`src/hdl/tpl_pkg.sv`:
```
// Shared types, opcodes, fee rates and helper functions of the trade position ledger.
// No dependencies; used by trade_position_ledger and tpl_div.
package tpl_pkg;

  // Request and response payloads
  typedef struct packed {
    logic [1:0]  opcode;
    logic [7:0]  symbol;
    logic        side;
    logic [31:0] price;
    logic [23:0] quantity;
    logic [1:0]  contract_kind;
  } tpl_req_t;

  typedef struct packed {
    logic               result_kind;
    logic [7:0]         result_symbol;
    logic               symbol_active;
    logic signed [63:0] value;
  } tpl_rsp_t;

  // One ledger entry per symbol
  typedef struct packed {
    logic [63:0] buy_value;
    logic [63:0] sell_value;
    logic [31:0] buy_qty;
    logic [31:0] sell_qty;
    logic [31:0] buy_count;
    logic [31:0] sell_count;
    logic [63:0] buy_fee;
    logic [63:0] sell_fee;
    logic [31:0] last_price;
    logic        valid;
  } tpl_rec_t;

  localparam logic [1:0] OP_TRADE = 2'd0;
  localparam logic [1:0] OP_MARK  = 2'd1;
  localparam logic [1:0] OP_EXPO  = 2'd2;

  localparam logic [1:0] MODE_EQUITY  = 2'd0;
  localparam logic [1:0] MODE_DERIV   = 2'd1;
  localparam logic [1:0] MODE_FUTURES = 2'd2;

  localparam logic [1:0] KIND_T = 2'd0;
  localparam logic [1:0] KIND_E = 2'd1;

  localparam logic       RES_PROFIT   = 1'b0;
  localparam logic       RES_EXPOSURE = 1'b1;

  // Fee rates in 1e-6 units per paisa of notional
  localparam int unsigned RATE_W = 11;
  localparam logic [RATE_W-1:0] RATE_EQ_BUY  = 11'd40;
  localparam logic [RATE_W-1:0] RATE_EQ_SELL = 11'd290;
  localparam logic [RATE_W-1:0] RATE_T_BUY   = 11'd25;
  localparam logic [RATE_W-1:0] RATE_T_SELL  = 11'd125;
  localparam logic [RATE_W-1:0] RATE_E_BUY   = 11'd560;
  localparam logic [RATE_W-1:0] RATE_E_SELL  = 11'd1060;

  localparam int unsigned REM_W     = 20;
  localparam int unsigned FEE_SCALE = 1000000;

  // Look up the fee rate for a mode, contract kind and side
  function automatic logic [RATE_W-1:0] fee_rate(input logic [1:0] mode,
                                                 input logic [1:0] kind,
                                                 input logic       sell);
    logic [RATE_W-1:0] r;
    r = '0;
    case (mode)
      MODE_EQUITY: begin
        r = sell ? RATE_EQ_SELL : RATE_EQ_BUY;
      end
      MODE_DERIV: begin
        if (kind == KIND_T) begin
          r = sell ? RATE_T_SELL : RATE_T_BUY;
        end else if (kind == KIND_E) begin
          r = sell ? RATE_E_SELL : RATE_E_BUY;
        end
      end
      MODE_FUTURES: begin
        r = sell ? RATE_T_SELL : RATE_T_BUY;
      end
      default: begin
        r = '0;
      end
    endcase
    return r;
  endfunction

  // Magnitude of buy minus sell quantity read as two's complement
  function automatic logic [31:0] net_mag(input logic [31:0] bq, input logic [31:0] sq);
    logic [31:0] d;
    d = bq - sq;
    return d[31] ? (32'd0 - d) : d;
  endfunction

endpackage

```
`src/hdl/tpl_div.sv`:
```
// Divider of a 64-bit fee total by the fixed fee scale: four 16-bit digits, each formed by
// a reciprocal multiply for the digit and then a subtract for the remainder.
// Depends on tpl_pkg for the scale and remainder width.
module tpl_div (
  input  logic        clk_i,
  input  logic        rst_ni,
  input  logic        start_i,
  input  logic [63:0] dividend_i,
  output logic        done_o,
  output logic [63:0] quotient_o
);
  import tpl_pkg::*;

  localparam int unsigned DIG_W    = 16;
  localparam int unsigned CUR_W    = REM_W + DIG_W;
  localparam int unsigned RECIP_SH = 45;
  // Rounded-up 2^45 / 15625; the scale is 2^6 * 15625
  localparam logic [31:0] RECIP    = 32'd2251799814;
  localparam logic [CUR_W-1:0] SCALE_C = CUR_W'(FEE_SCALE);

  logic              busy_q;
  logic              phase_q;
  logic              done_q;
  logic [1:0]        cnt_q;
  logic [REM_W-1:0]  rem_q;
  logic [63:0]       dvd_q;
  logic [63:0]       quo_q;
  logic [61:0]       est_q;
  logic [CUR_W-1:0]  cur;
  logic [29:0]       cur_hi;
  logic [DIG_W-1:0]  qd;
  logic [CUR_W-1:0]  back;
  logic [CUR_W-1:0]  rem_next;

  // Partial dividend: remainder so far with the next 16-bit digit
  assign cur      = {rem_q, dvd_q[63:48]};
  assign cur_hi   = cur[CUR_W-1:6];
  assign qd       = est_q[RECIP_SH+DIG_W-1:RECIP_SH];
  assign back     = CUR_W'(qd) * SCALE_C;
  assign rem_next = cur - back;

  // Control: an estimate phase and a remainder phase per digit, four digits
  always_ff @(posedge clk_i or negedge rst_ni) begin
    if (!rst_ni) begin
      busy_q  <= 1'b0;
      phase_q <= 1'b0;
      done_q  <= 1'b0;
      cnt_q   <= '0;
    end else begin
      done_q <= 1'b0;
      if (start_i) begin
        busy_q  <= 1'b1;
        phase_q <= 1'b0;
        cnt_q   <= '0;
      end else if (busy_q) begin
        phase_q <= !phase_q;
        if (phase_q) begin
          cnt_q <= cnt_q + 2'd1;
          if (cnt_q == 2'd3) begin
            busy_q <= 1'b0;
            done_q <= 1'b1;
          end
        end
      end
    end
  end

  // Datapath: estimate the digit, then take the remainder and shift the digit in
  always_ff @(posedge clk_i) begin
    if (start_i) begin
      dvd_q <= dividend_i;
      rem_q <= '0;
      quo_q <= '0;
    end else if (busy_q) begin
      if (!phase_q) begin
        est_q <= {32'd0, cur_hi} * {30'd0, RECIP};
      end else begin
        rem_q <= rem_next[REM_W-1:0];
        dvd_q <= {dvd_q[47:0], 16'd0};
        quo_q <= {quo_q[47:0], qd};
      end
    end
  end

  assign done_o     = done_q;
  assign quotient_o = quo_q;

endmodule

```
`config.mk`:
```
export PLATFORM = sky130hd
export DESIGN_NAME = tpl_div
export DESIGN_NICKNAME = d
export VERILOG_FILES = /design/src/hdl/tpl_pkg.sv /design/src/hdl/tpl_div.sv
export SDC_FILE = /design/constraint.sdc
export NUM_CORES = 1
export LEC_CHECK = 0
export BUFFER_PORTS_ARGS = -buffer_cell sky130_fd_sc_hd__buf_2
export CAP_MARGIN = 10
export CORE_ASPECT_RATIO = 0.7
export CORE_UTILIZATION = 30
export CTS_BUF_LIST = sky130_fd_sc_hd__clkbuf_16
export CTS_CLUSTER_SIZE = 10
export DETAILED_ROUTE_END_ITERATION = 8
export GPL_ROUTABILITY_DRIVEN = 0
export PLACE_DENSITY = 0.54
export SYNTH_ARGS = -nofsm -noshare
export SYNTH_HDL_FRONTEND = slang
export SYNTH_SLANG_ARGS = --single-unit
```
`constraint.sdc`:
```
create_clock -name clk_i -period 8.3 [get_ports clk_i]
set_input_delay 0.83 -clock clk_i [delete_from_list [all_inputs] [get_ports clk_i]]
set_output_delay 0.83 -clock clk_i [all_outputs]
set_load 0.02 [all_outputs]
```
==> impl_metrics.ini <==
[clock_network]
clk_path_buf_depth = 2
cts_buffers = 17
cts_hold_buf = 0
cts_resized = 0
ctsRootBufferMaster = clkbuf_16
clk_latency_ps = 450
h-tree-depth = 4
postCtsSetupBuffers = 0
clock_sinks = 169
cts_tree = done
clk_pin_slew_worst_paths_ps = 80

[detailed_routing]
wl_per_cell_um = 20.4
drt_iter0_markers = 1084
drt-total-wl_mm = 60.6
firstDrtPassIters = 8
vias = 14031
drc_errors = 0
final_antenna_net_count = 0
vias_per_cell = 4.72

[grt]
globalRouteMet2Util = 0.239
grt_max_degree = 76
grt_antenna_before_repair = 1
grt.met1_usage = 0.262
grt_pass1_vias = 14780
track_usage = 0.174
gr-usage-met3 = 0.0648
grt_pass1_wl_mm = 92.2
busiest_layer = met1
grt-ovfl-total = 0

[sta]
fin_crit_sh = 0.909
setup_viol = 0
rsz0062_at_grt = no
hold_viol_final = 0
final_max_slew_viol_count = 0
timing.fmax_mhz = 132
timing.final.ws_setup_ps = 752
slew_headroom = 0.302
worst_slew_pin_slew_ps = 1040
clock_skew_ps = 22.1
setup-tns-final_ps = 0
period_minus_slack_ps = 7550

[floorplanning]
coreArea_sq_mm = 0.0686
die_w_um = 318
rows = 80
dieArea_sq_mm = 0.0708
die_h_um = 223
io_pins = 132
start_util = 0.305

[setup_path]
slowest_stage = a211oi_1
cp_data_required_time_ps = 8480
cp_max_fo = 8
crit_start = dvd_q[60]
startpoint_type = flip-flop
crit_type = flip-flop to flip-flop
reg2reg_slack_ps = 750
reg2reg_to = est_q[56]
r2r-start = dvd_q[60]
worst_path_largest_cell_delay_ps = 870
end_kind = flip-flop
crit_chain = fa_1, inv_1, fa_1, fa_1, inv_1, fa_1, fa_1, fa_1, fa_1, inv_1, fa_1, inv_1, ha_1, a21oi_1, o21ai_0, a211oi_1, o21ai_1, o21ai_1, o21ai_1, xor2_1
crit_path_end = est_q[56]
crit_top_cell = fa_1
r2r_cells = 20
worstPathArrival_ps = 7730

[cells_and_area]
final_cell_count_no_fill = 2971
diodes = 0
syn2layout_area_growth_pct = 11.3
stdcell_area_sq_mm = 0.0233
layout-drive-gt1-share = 0.122
nets = 2812

[status]
status = finished, final reports clean

[synthesis]
synth.area.top_cells = fa_1 (30%), ha_1 (22%), edfxtp_1 (11%)
avgSynthCellArea_sq_um = 10.9
ys_types = 74
synth_edf_count = 80
syn_area_sq_mm = 0.0209
async_reset_ff_frac = 0.0296
synth_top_area_share = 0.303
ys.flop_type = dfxtp_1
yosysWarnings = 0
yosysTopAreaCell = fa_1
ys_ff_latch = 169
yosysSeqAreaShare = 0.201
syn_nets = 2678
synthCells = 1922

[place]
dpl_cell_area_sq_mm = 0.0227
port-buffer-count = 131
pre_cts_ws_ps = 888
place_hpwl_mm = 52.8
place_inst = 2939

[run]
drv_cap = 0

[worst_hold_path]
min_path_type = input pin to asynchronous set/reset pin
metrics by stage:
step            util  hold slack [ps]
6_report       0.340              183
5_1_grt        0.340              174
4_1_cts        0.340              174
3_5_place_dp   0.331              457
3_3_place_gp   0.331              446
2_1_floorplan      -              418
critical path: cells and delay by family (launching register included):
family | cells | cell delay (ps)
adder cells (fa/ha/maj) | 9 | 4280
AO/OA/AOI/OAI | 6 | 1860
buffers and inverters | 4 | 330
XOR/XNOR | 1 | 150
flip-flops | 1 | 660
sequential cells by signal (all words and copies together) (netlist names):
register and flops:
cnt_q 2, est_q 16, rem_q 20, busy_q 1
phase_q 1, done_o 1, quotient_o 64, dvd_q 64
final cells by class:
class / count / area [sq um]
clock buffer: 17 / 425
multi-input combinational: 1206 / 14700
timing repair buffer: 143 / 746
inverter: 519 / 1950
sequential: 169 / 4210
fill: 6891 / 45300
tap: 902 / 1130
clock inverter: 15 / 154
cell usage after synthesis, drive strengths merged (5+ instances only):
cell type and number:
mux2 48, nand4 14, nand2 44, xnor2 26
nor3 8, inv 519, nand3 15, a211oi 7
nor2b 9, dfrtp 5, nor4 7, nor2 26
fa 317, a21oi 51, edfxtp 80, a22o 62
ha 372, dfxtp 84, o21bai 7, clkbuf 24
and2 20, a21o 30, nand2b 7, o21a 8
xor2 15, o21ai 47, or2 7, a211o 5
kinds of logic (layout without fill, tap and decap cells):
logic type | count (synthesis) | in the layout | synth area share
fa+ha+maj | 689 | 689 | 0.526
mux | 48 | 48 | 0.0258
flops | 169 | 169 | 0.201
compound gates | 256 | 256 | 0.0883
xor+xnor | 41 | 41 | 0.0175
simple gates | 172 | 172 | 0.0435
buf+inv | 547 | 694 | 0.0981
worst min-delay path by stage:
stage / depth (start not counted) / endpoint / start / slack, ps
after floorplan: 2 / rem_q[0] / dvd_q[48] / 420
after global placement: 1 / rem_q[1] / dvd_q[49] / 450
after detailed placement: 1 / quotient_o[14] / est_q[59] / 460
after CTS: 1 / cnt_q[0] / rst_ni / 170
after global routing: 1 / cnt_q[0] / rst_ni / 170
final: 1 / cnt_q[0] / rst_ni / 180
layer usage:
metal,vias to the layer above,share of wire,wire (um)
li1,6508,-,-
met3,43,0.11,6540
met1,7038,0.49,29500
met4,2,0.011,656
met2,440,0.39,23900
met5,-,0.00015,9
cell usage in the layout, fill, tap and decap left out, types with 8 or more instances in the layout:
cell type and count:
inv_1 518, ha_1 372, fa_1 317, buf_2 131
dfxtp_1 84, edfxtp_1 80, a22o_1 62, a21oi_1 48
mux2_2 48, nand2_1 44, o21ai_0 41, a21o_1 29
xnor2_1 26, nor2_1 25, and2_1 18, clkbuf_16 17
nand3_1 14, xor2_1 14, nand4_1 13, buf_4 12
nor2b_1 9, o21a_1 8, nor3_1 8
Power is left out: the tool's default activity adds up to more than one toggle a clock period on the data nets, which glitch-free logic cannot reach.
